===== src/sv/sos_pkg.sv =====
// ----------------------------------------------------------------------------
// sos_pkg
// Shared widths, register indexes, reset values and result codes for the
// sweep object segmenter.
// ----------------------------------------------------------------------------
package sos_pkg;

	localparam int unsigned DIST_IN_W  = 12;
	localparam int unsigned DIST_W     = 11;
	localparam int unsigned ANGLE_W    = 8;
	localparam int unsigned INDEX_W    = 7;
	localparam int unsigned COUNT_W    = 5;
	localparam int unsigned CFG_IDX_W  = 3;
	localparam int unsigned CFG_DATA_W = 11;

	localparam int unsigned SAMPLES_DEF     = 91;
	localparam int unsigned MAX_OBJECTS_DEF = 25;

	localparam logic [CFG_IDX_W-1:0] REG_EDGE_THRESHOLD = 3'd0;
	localparam logic [CFG_IDX_W-1:0] REG_MIN_WIDTH      = 3'd1;
	localparam logic [CFG_IDX_W-1:0] REG_NEAR_LIMIT     = 3'd2;
	localparam logic [CFG_IDX_W-1:0] REG_DISTANCE_CLAMP = 3'd3;

	localparam logic [DIST_W-1:0]  EDGE_THRESHOLD_RST = 11'd160;
	localparam logic [ANGLE_W-1:0] MIN_WIDTH_RST      = 8'd4;
	localparam logic [DIST_W-1:0]  NEAR_LIMIT_RST     = 11'd160;
	localparam logic [DIST_W-1:0]  DISTANCE_CLAMP_RST = 11'd1360;

	localparam logic [ANGLE_W-1:0] STRAIGHT_ANGLE = 8'd90;

	localparam logic KIND_OBJECT  = 1'b0;
	localparam logic KIND_SUMMARY = 1'b1;

	typedef struct packed {
		logic               kind;
		logic [ANGLE_W-1:0] start_angle;
		logic [ANGLE_W-1:0] end_angle;
		logic [DIST_W-1:0]  object_distance;
		logic [COUNT_W-1:0] object_count;
		logic [ANGLE_W-1:0] turn_angle;
		logic               near_flag;
		logic               found_flag;
		logic               overflow_flag;
	} result_t;

endpackage


===== src/sv/sos_sample_if.sv =====
// ----------------------------------------------------------------------------
// sos_sample_if
// Valid/ready channel carrying one range sample per transaction.
// ----------------------------------------------------------------------------
interface sos_sample_if import sos_pkg::*; ();

	logic                 valid;
	logic                 ready;
	logic [DIST_IN_W-1:0] ir_distance;
	logic [DIST_IN_W-1:0] ping_distance;

	modport source (output valid, output ir_distance, output ping_distance, input ready);
	modport sink   (input valid, input ir_distance, input ping_distance, output ready);

endinterface


===== src/sv/sos_result_if.sv =====
// ----------------------------------------------------------------------------
// sos_result_if
// Valid/ready channel carrying one object record or sweep summary.
// ----------------------------------------------------------------------------
interface sos_result_if import sos_pkg::*; ();

	logic                      valid;
	logic                      ready;
	logic                      kind;
	logic        [ANGLE_W-1:0] start_angle;
	logic        [ANGLE_W-1:0] end_angle;
	logic        [DIST_W-1:0]  object_distance;
	logic        [COUNT_W-1:0] object_count;
	logic signed [ANGLE_W-1:0] turn_angle;
	logic                      near_flag;
	logic                      found_flag;
	logic                      overflow_flag;

	modport source (
		output valid, output kind, output start_angle, output end_angle,
		output object_distance, output object_count, output turn_angle,
		output near_flag, output found_flag, output overflow_flag,
		input ready
	);
	modport sink (
		input valid, input kind, input start_angle, input end_angle,
		input object_distance, input object_count, input turn_angle,
		input near_flag, input found_flag, input overflow_flag,
		output ready
	);

endinterface


===== src/sv/sweep_object_segmenter.sv =====
// ----------------------------------------------------------------------------
// sweep_object_segmenter
// Segments a range sweep into objects, reports each one and then the narrowest.
// ----------------------------------------------------------------------------
// One sample transaction is taken per clock; any result it yields (an object
// record or, on the last sample of a sweep, the summary) appears in the result
// register on the next cycle. The result register is the only stage, so a new
// sample is taken in the same cycle as the previous result is consumed; the
// input stalls only while a result is held there and not taken. Register
// writes apply from the next sample on.
module sweep_object_segmenter import sos_pkg::*; #(
	parameter int unsigned SAMPLES     = SAMPLES_DEF,
	parameter int unsigned MAX_OBJECTS = MAX_OBJECTS_DEF
) (
	input  logic                  clk,
	input  logic                  arst_n,
	input  logic                  cfg_we,
	input  logic [CFG_IDX_W-1:0]  cfg_index,
	input  logic [CFG_DATA_W-1:0] cfg_data,
	sos_sample_if.sink            samples,
	sos_result_if.source          results
);

	localparam logic [INDEX_W-1:0] LAST_IDX    = INDEX_W'(SAMPLES - 1);
	localparam logic [INDEX_W-1:0] WIN_LAST    = INDEX_W'(SAMPLES - 2);
	localparam logic [INDEX_W-1:0] WIN_FIRST   = INDEX_W'(2);
	localparam logic [COUNT_W-1:0] MAX_OBJ_CNT = COUNT_W'(MAX_OBJECTS);

	logic [DIST_W-1:0]  edge_threshold_q, near_limit_q, distance_clamp_q;
	logic [ANGLE_W-1:0] min_width_q;

	logic [DIST_W-1:0]  ir_older_q, ir_newer_q, ping_newer_q;
	logic [INDEX_W-1:0] sample_index_q;
	logic               inside_object_q;
	logic [ANGLE_W-1:0] opening_angle_q;
	logic [COUNT_W-1:0] recorded_count_q;
	logic [ANGLE_W-1:0] best_width_q, best_start_q, best_end_q;
	logic [DIST_W-1:0]  best_distance_q;
	logic               dropped_q;

	logic    out_valid_q;
	result_t res_q, res_d;

	logic               in_fire;
	logic [DIST_W-1:0]  ir_sat, ping_sat;
	logic               in_window, is_last;
	logic [INDEX_W-1:0] mid;
	logic [ANGLE_W-1:0] angle, width;
	logic               drop, rise, wide, do_open, do_close, room, record, better;
	logic [ANGLE_W:0]   centre_sum;
	logic [ANGLE_W-1:0] centre;

	// configuration
	always_ff @(posedge clk or negedge arst_n) begin
		if (!arst_n) begin
			edge_threshold_q <= EDGE_THRESHOLD_RST;
			min_width_q      <= MIN_WIDTH_RST;
			near_limit_q     <= NEAR_LIMIT_RST;
			distance_clamp_q <= DISTANCE_CLAMP_RST;
		end else if (cfg_we) begin
			case (cfg_index)
				REG_EDGE_THRESHOLD: edge_threshold_q <= cfg_data[DIST_W-1:0];
				REG_MIN_WIDTH:      min_width_q      <= cfg_data[ANGLE_W-1:0];
				REG_NEAR_LIMIT:     near_limit_q     <= cfg_data[DIST_W-1:0];
				REG_DISTANCE_CLAMP: distance_clamp_q <= cfg_data[DIST_W-1:0];
				default: ;
			endcase
		end
	end

	assign in_fire       = samples.valid && samples.ready;
	assign samples.ready = !out_valid_q || results.ready;

	assign ir_sat   = (samples.ir_distance > {1'b0, distance_clamp_q}) ?
		distance_clamp_q : samples.ir_distance[DIST_W-1:0];
	assign ping_sat = (samples.ping_distance > {1'b0, distance_clamp_q}) ?
		distance_clamp_q : samples.ping_distance[DIST_W-1:0];

	assign in_window = (sample_index_q >= WIN_FIRST) && (sample_index_q <= WIN_LAST);
	assign is_last   = sample_index_q >= LAST_IDX;
	assign mid       = sample_index_q - INDEX_W'(1);
	assign angle     = {mid, 1'b0};

	assign drop = {1'b0, ir_older_q} > ({1'b0, ir_sat} + {1'b0, edge_threshold_q});
	assign rise = {1'b0, ir_sat} > ({1'b0, ir_older_q} + {1'b0, edge_threshold_q});
	assign wide = {1'b0, angle} > ({1'b0, opening_angle_q} + {1'b0, min_width_q});

	assign do_open  = in_window && drop && !inside_object_q;
	assign do_close = in_window && !drop && rise && inside_object_q;
	assign room     = recorded_count_q < MAX_OBJ_CNT;
	assign record   = do_close && wide && room;
	assign width    = angle - opening_angle_q;
	assign better   = width < best_width_q;

	assign centre_sum = {1'b0, best_start_q} + {1'b0, best_end_q};
	assign centre     = centre_sum[ANGLE_W:1];

	always_comb begin
		res_d = '0;
		if (record) begin
			res_d.kind            = KIND_OBJECT;
			res_d.start_angle     = opening_angle_q;
			res_d.end_angle       = angle;
			res_d.object_distance = ping_newer_q;
			res_d.object_count    = recorded_count_q + COUNT_W'(1);
		end
		if (is_last) begin
			res_d.kind          = KIND_SUMMARY;
			res_d.object_count  = recorded_count_q;
			res_d.found_flag    = recorded_count_q != '0;
			res_d.overflow_flag = dropped_q;
			if (recorded_count_q != '0) begin
				res_d.start_angle     = best_start_q;
				res_d.end_angle       = best_end_q;
				res_d.object_distance = best_distance_q;
				res_d.turn_angle      = STRAIGHT_ANGLE - centre;
				res_d.near_flag       = best_distance_q < near_limit_q;
			end
		end
	end

	// sweep state
	always_ff @(posedge clk or negedge arst_n) begin
		if (!arst_n) begin
			ir_older_q       <= '0;
			ir_newer_q       <= '0;
			ping_newer_q     <= '0;
			sample_index_q   <= '0;
			inside_object_q  <= 1'b0;
			opening_angle_q  <= '0;
			recorded_count_q <= '0;
			best_width_q     <= '1;
			best_start_q     <= '0;
			best_end_q       <= '0;
			best_distance_q  <= '0;
			dropped_q        <= 1'b0;
		end else if (in_fire) begin
			ir_older_q   <= ir_newer_q;
			ir_newer_q   <= ir_sat;
			ping_newer_q <= ping_sat;
			if (is_last) begin
				sample_index_q   <= '0;
				inside_object_q  <= 1'b0;
				opening_angle_q  <= '0;
				recorded_count_q <= '0;
				best_width_q     <= '1;
				best_start_q     <= '0;
				best_end_q       <= '0;
				best_distance_q  <= '0;
				dropped_q        <= 1'b0;
			end else begin
				sample_index_q <= sample_index_q + INDEX_W'(1);
				if (do_open) begin
					inside_object_q <= 1'b1;
					opening_angle_q <= angle;
				end
				if (do_close) begin
					inside_object_q <= 1'b0;
				end
				if (do_close && wide && !room) begin
					dropped_q <= 1'b1;
				end
				if (record) begin
					recorded_count_q <= recorded_count_q + COUNT_W'(1);
					if (better) begin
						best_width_q    <= width;
						best_start_q    <= opening_angle_q;
						best_end_q      <= angle;
						best_distance_q <= ping_newer_q;
					end
				end
			end
		end
	end

	// result register
	always_ff @(posedge clk or negedge arst_n) begin
		if (!arst_n) begin
			out_valid_q <= 1'b0;
		end else if (in_fire) begin
			out_valid_q <= record || is_last;
		end else if (results.ready) begin
			out_valid_q <= 1'b0;
		end
	end

	always_ff @(posedge clk) begin
		if (in_fire) begin
			res_q <= res_d;
		end
	end

	assign results.valid           = out_valid_q;
	assign results.kind            = res_q.kind;
	assign results.start_angle     = res_q.start_angle;
	assign results.end_angle       = res_q.end_angle;
	assign results.object_distance = res_q.object_distance;
	assign results.object_count    = res_q.object_count;
	assign results.turn_angle      = res_q.turn_angle;
	assign results.near_flag       = res_q.near_flag;
	assign results.found_flag      = res_q.found_flag;
	assign results.overflow_flag   = res_q.overflow_flag;

	a_index_range: assert property (@(posedge clk) disable iff (!arst_n)
		sample_index_q <= LAST_IDX)
		else $error("sample index beyond last sample");

	a_count_range: assert property (@(posedge clk) disable iff (!arst_n)
		recorded_count_q <= MAX_OBJ_CNT)
		else $error("recorded object count beyond store size");

	a_sweep_clear: assert property (@(posedge clk) disable iff (!arst_n)
		in_fire && is_last |=> sample_index_q == '0 && recorded_count_q == '0 && !dropped_q)
		else $error("sweep state not cleared after summary");

	a_found_count: assert property (@(posedge clk) disable iff (!arst_n)
		out_valid_q && res_q.kind == KIND_SUMMARY |-> res_q.found_flag == (res_q.object_count != '0))
		else $error("summary found flag disagrees with object count");

endmodule

===== src/flat_wrapper.sv =====
// flat-port wrapper written by rule: the top's interface ports become plain ports
module sweep_object_segmenter_flat import sos_pkg::*;
#(
	parameter int unsigned SAMPLES     = SAMPLES_DEF,
	parameter int unsigned MAX_OBJECTS = MAX_OBJECTS_DEF
)
  (clk, arst_n, cfg_we, cfg_index, cfg_data, samples_valid, samples_ir_distance, samples_ping_distance, samples_ready, results_valid, results_kind, results_start_angle, results_end_angle, results_object_distance, results_object_count, results_turn_angle, results_near_flag, results_found_flag, results_overflow_flag, results_ready);
  sos_sample_if samples_i ();
  sos_result_if results_i ();
  input  logic clk;
  input  logic arst_n;
  input  logic cfg_we;
  input  logic [CFG_IDX_W-1:0] cfg_index;
  input  logic [CFG_DATA_W-1:0] cfg_data;
  input wire logic [$bits(samples_i.valid)-1:0] samples_valid;
  input wire logic [$bits(samples_i.ir_distance)-1:0] samples_ir_distance;
  input wire logic [$bits(samples_i.ping_distance)-1:0] samples_ping_distance;
  output wire logic [$bits(samples_i.ready)-1:0] samples_ready;
  output wire logic [$bits(results_i.valid)-1:0] results_valid;
  output wire logic [$bits(results_i.kind)-1:0] results_kind;
  output wire logic [$bits(results_i.start_angle)-1:0] results_start_angle;
  output wire logic [$bits(results_i.end_angle)-1:0] results_end_angle;
  output wire logic [$bits(results_i.object_distance)-1:0] results_object_distance;
  output wire logic [$bits(results_i.object_count)-1:0] results_object_count;
  output wire logic [$bits(results_i.turn_angle)-1:0] results_turn_angle;
  output wire logic [$bits(results_i.near_flag)-1:0] results_near_flag;
  output wire logic [$bits(results_i.found_flag)-1:0] results_found_flag;
  output wire logic [$bits(results_i.overflow_flag)-1:0] results_overflow_flag;
  input wire logic [$bits(results_i.ready)-1:0] results_ready;
  assign samples_i.valid = samples_valid;
  assign samples_i.ir_distance = samples_ir_distance;
  assign samples_i.ping_distance = samples_ping_distance;
  assign samples_ready = samples_i.ready;
  assign results_valid = results_i.valid;
  assign results_kind = results_i.kind;
  assign results_start_angle = results_i.start_angle;
  assign results_end_angle = results_i.end_angle;
  assign results_object_distance = results_i.object_distance;
  assign results_object_count = results_i.object_count;
  assign results_turn_angle = results_i.turn_angle;
  assign results_near_flag = results_i.near_flag;
  assign results_found_flag = results_i.found_flag;
  assign results_overflow_flag = results_i.overflow_flag;
  assign results_i.ready = results_ready;
  sweep_object_segmenter #(.SAMPLES(SAMPLES), .MAX_OBJECTS(MAX_OBJECTS)) u_core (.clk(clk), .arst_n(arst_n), .cfg_we(cfg_we), .cfg_index(cfg_index), .cfg_data(cfg_data), .samples(samples_i), .results(results_i));
endmodule

===== config.mk =====
export PLATFORM = sky130hd
export DESIGN_NAME = sweep_object_segmenter_flat
export DESIGN_NICKNAME = d
export VERILOG_FILES = /design/src/sv/sos_pkg.sv /design/src/sv/sos_sample_if.sv /design/src/sv/sos_result_if.sv /design/src/sv/sweep_object_segmenter.sv /design/src/flat_wrapper.sv
export SDC_FILE = /design/constraint.sdc
export NUM_CORES = 1
export LEC_CHECK = 0
export BUFFER_PORTS_ARGS = -buffer_cell sky130_fd_sc_hd__buf_2
export CORE_MARGIN = 8
export CORE_UTILIZATION = 60
export CTS_CLUSTER_SIZE = 25
export DETAILED_ROUTE_END_ITERATION = 8
export GPL_TIMING_DRIVEN = 0
export PLACE_DENSITY_LB_ADDON = 0.3
export RECOVER_POWER = 25
export SLEW_MARGIN = 25
export SYNTH_ARGS = -nofsm -noshare
export SYNTH_HDL_FRONTEND = slang
export SYNTH_SLANG_ARGS = --single-unit

===== constraint.sdc =====
create_clock -name clk -period 6.5 [get_ports clk]
set_input_delay 0.975 -clock clk [delete_from_list [all_inputs] [get_ports clk]]
set_output_delay 0.975 -clock clk [all_outputs]
set_load 0.01 [all_outputs]

# == Word-level counts from Yosys, hierarchy flattened ==
# Index checks and enable logic that the tools add are counted.
# word_totals
reg_bits,176
latchBits,0
ramBits,0
romBits,0
in_bits,43
wordCells,113
n_memories,0
# op_classes
add_sub_neg,9
n_mul,0
div,0
n_lt_le_gt_ge,11
eq_ne,3
n_shift,0
n_mux,30
n_bitwise,0
n_reduce_logical,34
# ops
cell,n
$mux W8,11
$mux W11,5
$mux W43,1
$mux W32,1
$mux W27,1
$add A11 B11 Y12,2
$gt A11 B12 Y1,2
$gt A12 B11 Y1,2
$add A8 B8 Y9,2
$reduce_and A2 Y1,9
$lt A11 B11 Y1,1
$logic_and A1 B1 Y1,10
$mux W5,2
$reduce_bool A2 Y1,5
$gt A8 B9 Y1,1
$mux W9,1
$lt A8 B8 Y1,1
$sub A7 B8 Y8 const A,1
$sub A8 B8 Y8,1
$add A7 B1 Y7 const B,1
$ge A7 B2 Y1 const B,1
$ge A7 B7 Y1 const B,1
$le A7 B7 Y1 const B,1
$mux W1,7
other kinds (12),17

# == Depth between registers and ports, before layout ==
# Gate-level depths: netlist of run 1.
# depth
ltp_word,13
ltp_mapped,33
mapped_depth_nobuf,30

# == Least setup slack after synthesis of run 1 ==
# Ideal clock, no wire load.
# synth_path
path_type,input-to-reg
startpoint,input port samples_ir_distance[5]
endpoint,register u_core.res_q (netlist bit u_core.results.object_count[3]) (data pin)
t_arrival_ns,6.234
t_required_ns,6.232
setup_slack_ns,-0.003
stages,28
n_path_buf,3
path_cell_list,ha_1 -> a21o_1 -> a21o_1 -> a21o_1 -> a211oi_1 -> o211ai_1 -> o31ai_1 -> buf_2 -> mux2_2 -> ha_1 -> nor2b_1 -> o21ai_0 -> a21oi_1 -> o21ai_0 -> nand2b_1 -> a31oi_1 -> nor4b_1 -> nor3_1 -> ha_1 -> o21a_1 -> a21oi_1 -> or4_1 -> a31oi_1 -> a211oi_2 -> nand3b_1 -> buf_2 -> clkbuf_1 -> o21ai_0
# synth_lines
element,line,source
"start, declared",flat_wrapper.sv:16,input wire logic [$bits(samples_i.ir_distance)-1:0] samples_ir_distance;
"end signal, assigned",sweep_object_segmenter.sv:189,res_q <= res_d;
"end, declared",sweep_object_segmenter.sv:42,"result_t res_q, res_d;"

# == Worst setup path in the final report of run 1 ==
# layout_path
startpoint,input port samples_ir_distance[5]
endpoint,register u_core.recorded_count_q[3]
# layout_via
elab_chain_cells,12
word_cells_on_any_way,13
# layout_lines
element,line,source
$gt A12 B11 Y1 *,sweep_object_segmenter.sv:74,"assign ir_sat = (samples.ir_distance > {1'b0, distance_clamp_q}) ?"
$mux W11 *,sweep_object_segmenter.sv:74,
net u_core.ir_sat[0],sweep_object_segmenter.sv:45,"logic [DIST_W-1:0] ir_sat, ping_sat;"
$add A11 B11 Y12,sweep_object_segmenter.sv:84,"assign drop = {1'b0, ir_older_q} > ({1'b0, ir_sat} + {1'b0, edge_threshold_q});"
$gt A11 B12 Y1,sweep_object_segmenter.sv:84,
$logic_not A1 Y1,sweep_object_segmenter.sv:89,assign do_close = in_window && !drop && rise && inside_object_q;
$logic_and A1 B1 Y1,sweep_object_segmenter.sv:89,
$logic_and A1 B1 Y1 * (2 in a row),sweep_object_segmenter.sv:89,
$logic_and A1 B1 Y1 * (2 in a row),sweep_object_segmenter.sv:91,assign record = do_close && wide && room;
$reduce_bool A2 Y1 (no source line) *,--,
$reduce_and A2 Y1 (no source line) *,--,
"end signal, assigned",sweep_object_segmenter.sv:164,recorded_count_q <= recorded_count_q + COUNT_W'(1);
"end, declared",sweep_object_segmenter.sv:36,logic [COUNT_W-1:0] recorded_count_q;
# Mark *: on every way through the listed nets, which the timed path passes. The rest lies on a longest branch.
# A chain may end at the register's enable or synchronous reset.

==> results.md, run 1 <==
* Starting Density at 0.607
* Synth-to-Final Area Change at 15.8%
* Initial antenna violation count at 0
* Placed cells at 1325
* Netlist cell types at 62
* Endpoints failing setup at 0
* Non-filler cells, final at 1367
* Setup WS pre-CTS at -1.37 ns
* Wirelength per Cell at 19.3 microns
* Avg Vias per Cell at 5.99
* Max_cap viols at 2
* Slew Limit Fails at 132
* ANT nets after route at 0
* Die Span Y at 148 microns
* Post-Synth Simple-Gate Area at 0.114
* # fillers at 1274
* PwrDens at 434 nW/um^2
* CTS Buf Count at 17
* Total power at 5.24 mW
* Die area at 21900 sq um
* Compound-Gate Fraction of Synth Area at 0.159
* Async S/R FF share, synth at 0.754
* Crit Path Class: in -> reg
* Largest net degree at the start of global routing at 94
* GPL Wtd Cong at 0.911
* Primary FF master, synth: dfrtp_1
* Clock transition at the registers of the reported paths at 0.07 ns
* Post-synth EDFFs at 42
* CP Launch Type: primary input
* Clock Power Share at 0.207
* Synthesis-stage register bit count at 171
* Syn avg cell area at 10.3 sq um
* Vias in the first global route at 8021
* Least-Margin Pin Slew at 2.29 ns
* HPWL Detailed at 19400 microns
* Flop pwr share at 0.308
* Cell taking the most area after synthesis: dfrtp_1
* Sw Ratio at 0.404
* Synth Cell Area at 10400 sq um
* Layout cells sized above 1 at 0.213
* CP Data Arrival Time at 6.72 ns
* Worst-Skew Late Latency at 0.44 ns
* Combinational Power Share at 0.485
* # nets final at 1294
* First-pass GRT wire length at 41600 microns
* Min-delay worst type: reg -> reg
* Root buffer cell: clkbuf_16
* Port Buffers at 86
* Max stage delay on crit path at 0.50 ns
* Pre-antenna DRT Iters at 6
* Adder-cell share of the synthesized area at 0.150
* Cells after Synth at 1012
* Leak at 5.77 nW
* All-Layer GR Usage at 0.241
* CTS tree: yes
* Cell row count at 48
* Min Tclk post-route at 6.34 ns
* Seq/Total Area, Yosys at 0.432
* Synth area leaders: dfrtp_1, ha_1, edfxtp_1
* Total number of vias at 8191
* Final setup slack of the worst path at 0.159 ns
* Ant diodes at 0
* Worst Setup End Kind: flop
* Post-Synth XOR/XNOR Area at 0.0336
* Gr ovfl total at 0
* Main combinational cell family by area after synthesis: compound AO/OA/AOI/OAI gates
* Crit path required time at 6.88 ns
* H-tree levels at 4
* Layout Skew at 0.0110 ns
* Final core utilization at 0.703
* Post-synth top area share at 0.269
* Warnings from Yosys at 0
* Endpoints failing hold at 0
* Total I/O pin count at 89
* Crit-path max FO at 4
* Commonest non-fill, non-tap cell in the layout: nand2_1
* Post-route setup TNS at 0 ns
* Peak Freq at 158 MHz
* Status: complete, but fails checks
* CTS Sinks at 171
* Tcrit/Tclk final at 0.975
* Peak supply drop at 0.000265 V
* Total core area at 17200 sq um
* Slowest stage cell, crit path: or4_1
* Final WL at 26400 microns
* Most frequent cells in the layout: nand2_1, ha_1, dfrtp_1, buf_2, o21ai_0
* Internal power at 3.12 mW
* Failing checks: capacitance limit, slew limit
* Longest Clk Path Bufs at 2
* Die Wd at 148 microns
* DRC violation total after the first TritonRoute iteration at 432
* Post-synthesis mux area share at 0.0643
* Slew margin rel. at -0.529
* Psw at 2.12 mW
* Drt drc at 0
sequential cells by signal (all words and copies together) (netlist names), 11 cells and up:
register and cells:
u_core.edge_threshold_q 11, u_core.distance_clamp_q 11, u_core.best_distance_q 11, u_core.ir_newer_q 11
u_core.ping_newer_q 11, u_core.results.object_distance 11, u_core.ir_older_q 11, u_core.near_limit_q 11
path summary, 6_finish.rpt:
| check | start | endpoint | slack [ns] | depth (start not counted) |
|---|---|---|---|---|
| min in group asynchronous | arst_n | u_core.ir_newer_q[9] | 1.10 | 1 |
| min | u_core.ir_newer_q[3] | u_core.ir_older_q[3] | 0.47 | 2 |
| max reg2reg | u_core.distance_clamp_q[4] | u_core.recorded_count_q[3] | 0.24 | 32 |
| max in group asynchronous | arst_n | u_core.best_start_q[2] | 2.29 | 2 |
| min reg2reg | u_core.ir_newer_q[3] | u_core.ir_older_q[3] | 0.47 | 2 |
| max | samples_ir_distance[5] | u_core.recorded_count_q[3] | 0.16 | 32 |
cells in the mapped netlist (15+ instances only):
cell,n
ha_1,117
nand2_1,117
dfrtp_1,112
o21ai_0,76
inv_1,72
mux2_2,48
edfxtp_1,42
a21oi_1,41
nor2_1,30
a22o_1,28
a21o_1,23
clkbuf_1,23
xnor2_1,22
nor3_1,21
o31ai_1,19
xor2_1,18
dfstp_2,17
nand3_1,15
per-layer routing:
layer  share of wire  global-route usage  routed length (microns)
met5               0                   0                        0
met4           0.028               0.102                      747
met3           0.058              0.0413                     1520
met2            0.50               0.411                    13200
met1            0.41               0.298                    10900
through the flow:
stage	hold slack, ns	area [sq um]
after global placement	0.440	11100
after detailed placement	0.451	11200
after CTS	0.409	11900
after global routing	0.480	12100
final	0.468	12100
after floorplan	0.435	10400
layout make-up:
cell class,count,area [sq um],area share
flip-flops and latches,171,4510,0.373
plain buffers,43,243,0.0201
clock buffers,17,425,0.0352
multi-input cells,727,5630,0.466
repair buffers,97,509,0.0422
clock inverters,15,211,0.0175
well taps,225,282,0.0233
inverters,72,270,0.0224
timing repair:
item,4_1_cts,5_1_grt
hold buffers,0,0
resized for setup,15,28
pin swaps,4,14
endpoints found under the hold margin,0,0
cloned,0,0
setup endpoints to repair,76,75
buffers inserted,5,5
cell families (layout without fill, tap and decap cells):
group / Yosys count / in the layout
AO/OA/AOI/OAI: 252 / 252
AND/OR/NAND/NOR: 250 / 250
flip-flops: 171 / 171
adder cells (fa/ha/maj): 122 / 122
buffers and inverters: 115 / 244
multiplexers: 61 / 61
XOR/XNOR: 40 / 40
other: 1 / 2
power by group through the flow:
stage	clock, mW	combinational, mW	sequential (mW)
final	1.08	2.54	1.61
after global routing	1.14	2.84	1.64
after CTS	1.09	2.40	1.60
after detailed placement	0	2.33	1.62
after global placement	0	2.25	1.61
after floorplan	0	1.80	1.54
worst max-delay path, delay by kind of cell:
family	cells	cell delay [ns]
AO/OA/AOI/OAI	13	2.13
XOR/XNOR	1	0.17
adder cells (fa/ha/maj)	4	0.90
buffers and inverters	6	0.76
multiplexers	1	0.26
AND/OR/NAND/NOR	7	1.53
No activity file was read; power rests on OpenSTA's default activity.
==> inputs of run 2 (changes only) <==
--- a/config.mk
+++ b/config.mk
@@ -5,6 +5,7 @@
 export SDC_FILE = /design/constraint.sdc
 export NUM_CORES = 1
 export LEC_CHECK = 0
+export ABC_AREA = 1
 export BUFFER_PORTS_ARGS = -buffer_cell sky130_fd_sc_hd__buf_2
 export CORE_MARGIN = 8
 export CORE_UTILIZATION = 60
==> run 2 against run 1 <==
Against the previous run: the run still ends with capacitance limit, slew limit left; via count rose by 14%; setup slack better by 0.37 ns; design area grew 0.30%; clock-buffer cell count is 4 higher; maximum frequency increased by 6.2%; synthesized area up 3.3%; sequential power up 4%; critical path type unchanged; worst hold slack lost 0.0091 ns; largest power group unchanged.
==> results.md, run 2 <==
* HPWL Detailed at 21300 microns (+9.8%)
* Ant diodes at 0 (unchanged)
* Cell row count at 49 (+2.1%)
* Async S/R FF share, synth at 0.754 (unchanged)
* H-tree levels at 4 (unchanged)
* First-pass GRT wire length at 45200 microns (+8.8%)
* Synth Cell Area at 10800 sq um (+3.3%)
* Starting Density at 0.606 (-0.000963)
* Pre-antenna DRT Iters at 6 (unchanged)
* Hold buffers post-CTS at 0 (unchanged)
* Clock transition at the registers of the reported paths at 0.07 ns (about the same)
* Crit path required time at 6.65 ns (-0.23 ns)
* Status: complete, but fails checks
* CTS Buf Count at 17 (unchanged)
* Min Tclk post-route at 5.97 ns (-0.372 ns)
* Synth area leaders: dfrtp_1, ha_1, edfxtp_1
* CTS Sinks at 171 (unchanged)
* Endpoints failing hold at 0 (unchanged)
* Total I/O pin count at 89 (unchanged)
* Failing checks: capacitance limit, slew limit
* Worst-Skew Late Latency at 0.44 ns (about the same)
* RSZ-0062 raised after global routing: false
* CTS tree: yes
* Slew Limit Fails at 132 (unchanged)
* Cells after Synth at 1285 (+27%)
* Endpoints failing setup at 0 (unchanged)
* Top post-synthesis cells by count: nand2_1, inv_1, ha_1, o21ai_0, dfrtp_1
* Seq/Total Area, Yosys at 0.418 (-0.0140)
* Hold Crit Depth at 2 (unchanged)
* Psw at 2.82 mW (+33%)
* Combinational Power Share at 0.548 (+0.063)
* Netlist cell types at 48 (-23%)
* ANT nets after route at 0 (unchanged)
* Commonest non-fill, non-tap cell in the layout: nand2_1
* CP Data Arrival Time at 6.12 ns (-0.60 ns)
* Sw Ratio at 0.477 (+0.0726)
* Tcrit/Tclk final at 0.918 (-0.0573)
* Worst R2R Path Depth at 32 (unchanged)
* Avg Vias per Cell at 5.70 (-4.9%)
* # nets final at 1558 (+20%)
* # fillers at 1449 (+14%)
* Top-count cell post-synth: nand2_1
* Die area at 22500 sq um (+3.0%)
* Synthesis-stage register bit count at 171 (unchanged)
* Min-delay worst type: reg -> reg
* Crit-path max FO at 10 (+6)
* Stages on the worst setup path at 32 (unchanged)
* CP Launch Type: primary input
* Layout Skew at 0.0131 ns (+0.00211 ns)
* Vias in the first global route at 9193 (+15%)
* Longest Clk Path Bufs at 2 (unchanged)
* Largest net degree at the start of global routing at 83 (-12%)
* PwrDens at 488 nW/um^2 (+13%)
* Flop pwr share at 0.283 (-0.025)
* All-Layer GR Usage at 0.257 (+0.0153)
* Buf/Inv on CP at 6 (unchanged)
* Layout cells sized above 1 at 0.127 (-0.0862)
* Total number of vias at 9312 (+14%)
* Initial antenna violation count at 0 (unchanged)
* DRC violation total after the first TritonRoute iteration at 856 (+98%)
* Most frequent cells in the layout: nand2_1, inv_1, ha_1, o21ai_0, dfrtp_1
* Setup bufs post-CTS at 0 (-5)
* Drt drc at 0 (unchanged)
* Die Wd at 150 microns (+1.5%)
* Primary FF master, synth: dfrtp_1
* Crit Path Class: in -> reg
* GPL Wtd Cong at 0.922 (+1.2%)
* Leak at 6.11 nW (+5.9%)
* Peak supply drop at 0.000357 V (+35%)
* Post-synth EDFFs at 42 (unchanged)
* Worst Setup End Kind: flop
* Clock Power Share at 0.170 (-0.037)
* Final WL at 28100 microns (+6.4%)
* Slowest stage cell, crit path: fa_1
* Peak Freq at 168 MHz (+6.2%)
* Max stage delay on crit path at 0.41 ns (-0.09 ns)
* Synth-to-Final Area Change at 12.4%
* Post-route setup TNS at 0 ns (unchanged)
* CP most frequent cell: nand2_1
* Total power at 5.92 mW (+13%)
* Total core area at 17800 sq um (+3.5%)
* Syn avg cell area at 8.39 sq um (-19%)
* Family with the most delay on the worst path: simple AND/OR/NAND/NOR gates
* Die Span Y at 150 microns (+1.5%)
* Max_cap viols at 2 (unchanged)
* Port Buffers at 86 (unchanged)
* Wirelength per Cell at 17.2 microns (-11%)
* Cell taking the most area after synthesis: dfrtp_1
* Internal power at 3.10 mW (-0.81%)
* Warnings from Yosys at 0 (unchanged)
* Least-Margin Pin Slew at 2.64 ns (+0.345 ns)
* Post-synth top area share at 0.260 (-0.00870)
* Slew margin rel. at -0.759 (-0.230)
* Root buffer cell: clkbuf_16
* Gr ovfl total at 0 (unchanged)
[run 2: path summary, 6_finish.rpt]
| kind | start | end | slack (ns) |
|---|---|---|---|
| worst max register to register | u_core.distance_clamp_q[8] | u_core.results.object_distance[0] | 0.56 |
| max in group asynchronous | arst_n | u_core.best_distance_q[0] | 2.04 |
| worst min register to register | u_core.best_width_q[4] | u_core.best_width_q[4] | 0.46 |
| worst min-delay path | u_core.best_width_q[4] | u_core.best_width_q[4] | 0.46 |
| min in group asynchronous | arst_n | u_core.ir_newer_q[6] | 1.36 |
| worst max-delay path | samples_ir_distance[9] | u_core.results.object_distance[0] | 0.53 |
[run 2: layer usage]
layer / part of all wire / up-vias / track usage
met5: 0 / - / 0
met4: 0.043 / 0 / 0.132
met3: 0.073 / 91 / 0.0505
met2: 0.46 / 404 / 0.416
met1: 0.42 / 4309 / 0.321
li1: - / 4508 / -
[run 2: repair_timing]
| action | 4_1_cts | 5_1_grt |
|---|---|---|
| gates resized for setup | 0 | 2 |
| hold endpoints to repair | 0 | 0 |
| setup endpoints to repair | 0 | 15 |
[run 2: cell type report]
type	count	area (sq um)	area share
Clock inverter	11	101	0.00837
Timing Repair Buffer	88	454	0.0375
Sequential cell	171	4510	0.372
Buffer	47	231	0.0191
Tap cell	229	287	0.0237
Clock buffer	21	483	0.0399
Multi-Input combinational cell	904	5430	0.448
Inverter	164	616	0.0508
[run 2: cells by family (layout without fill, tap and decap cells)]
| logic type | Yosys count | after routing | synth area share |
|---|---|---|---|
| simple gates | 496 | 496 | 0.194 |
| flops | 171 | 171 | 0.418 |
| compound gates | 245 | 245 | 0.132 |
| xor+xnor | 39 | 39 | 0.0317 |
| other cells | 1 | 2 | 0.000348 |
| fa+ha+maj | 122 | 122 | 0.145 |
| buf+inv | 211 | 331 | 0.0785 |
[run 2: power by group through the flow]
stage / combinational [mW] / clock, mW / sequential, mW
final: 3.24 / 1.01 / 1.67
after global routing: 3.67 / 1.05 / 1.70
after floorplan: 2.33 / 0 / 1.64
after detailed placement: 3.16 / 0 / 1.68
after CTS: 3.20 / 1.01 / 1.67
after global placement: 3.03 / 0 / 1.67
[run 2: worst reg2reg max path, delay by kind of cell, from the launching register on]
kind                       cells  cell delay [ns]
and+or+nand+nor               16             1.97
adders and majority gates      4             1.22
buffers and inverters          6             0.95
AOI/OAI and AO/OA              5             0.82
DFF                            1             0.55
xor gates and xnor gates       1             0.14
[run 2: per-stage QoR]
stage / hold slack, ns / area (sq um) / setup WS (ns) / std cells / util
floorplan: 0.442 / 10800 / 1.19 / 1286 / -
global placement: 0.449 / 11500 / 0.0570 / 1601 / 0.647
detailed placement: 0.451 / 11600 / 0.0444 / 1603 / 0.650
CTS: 0.433 / 12100 / 0.490 / 1635 / 0.683
global route: 0.468 / 12100 / 0.114 / 1635 / 0.681
finish: 0.459 / 12100 / 0.532 / 1635 / 0.681
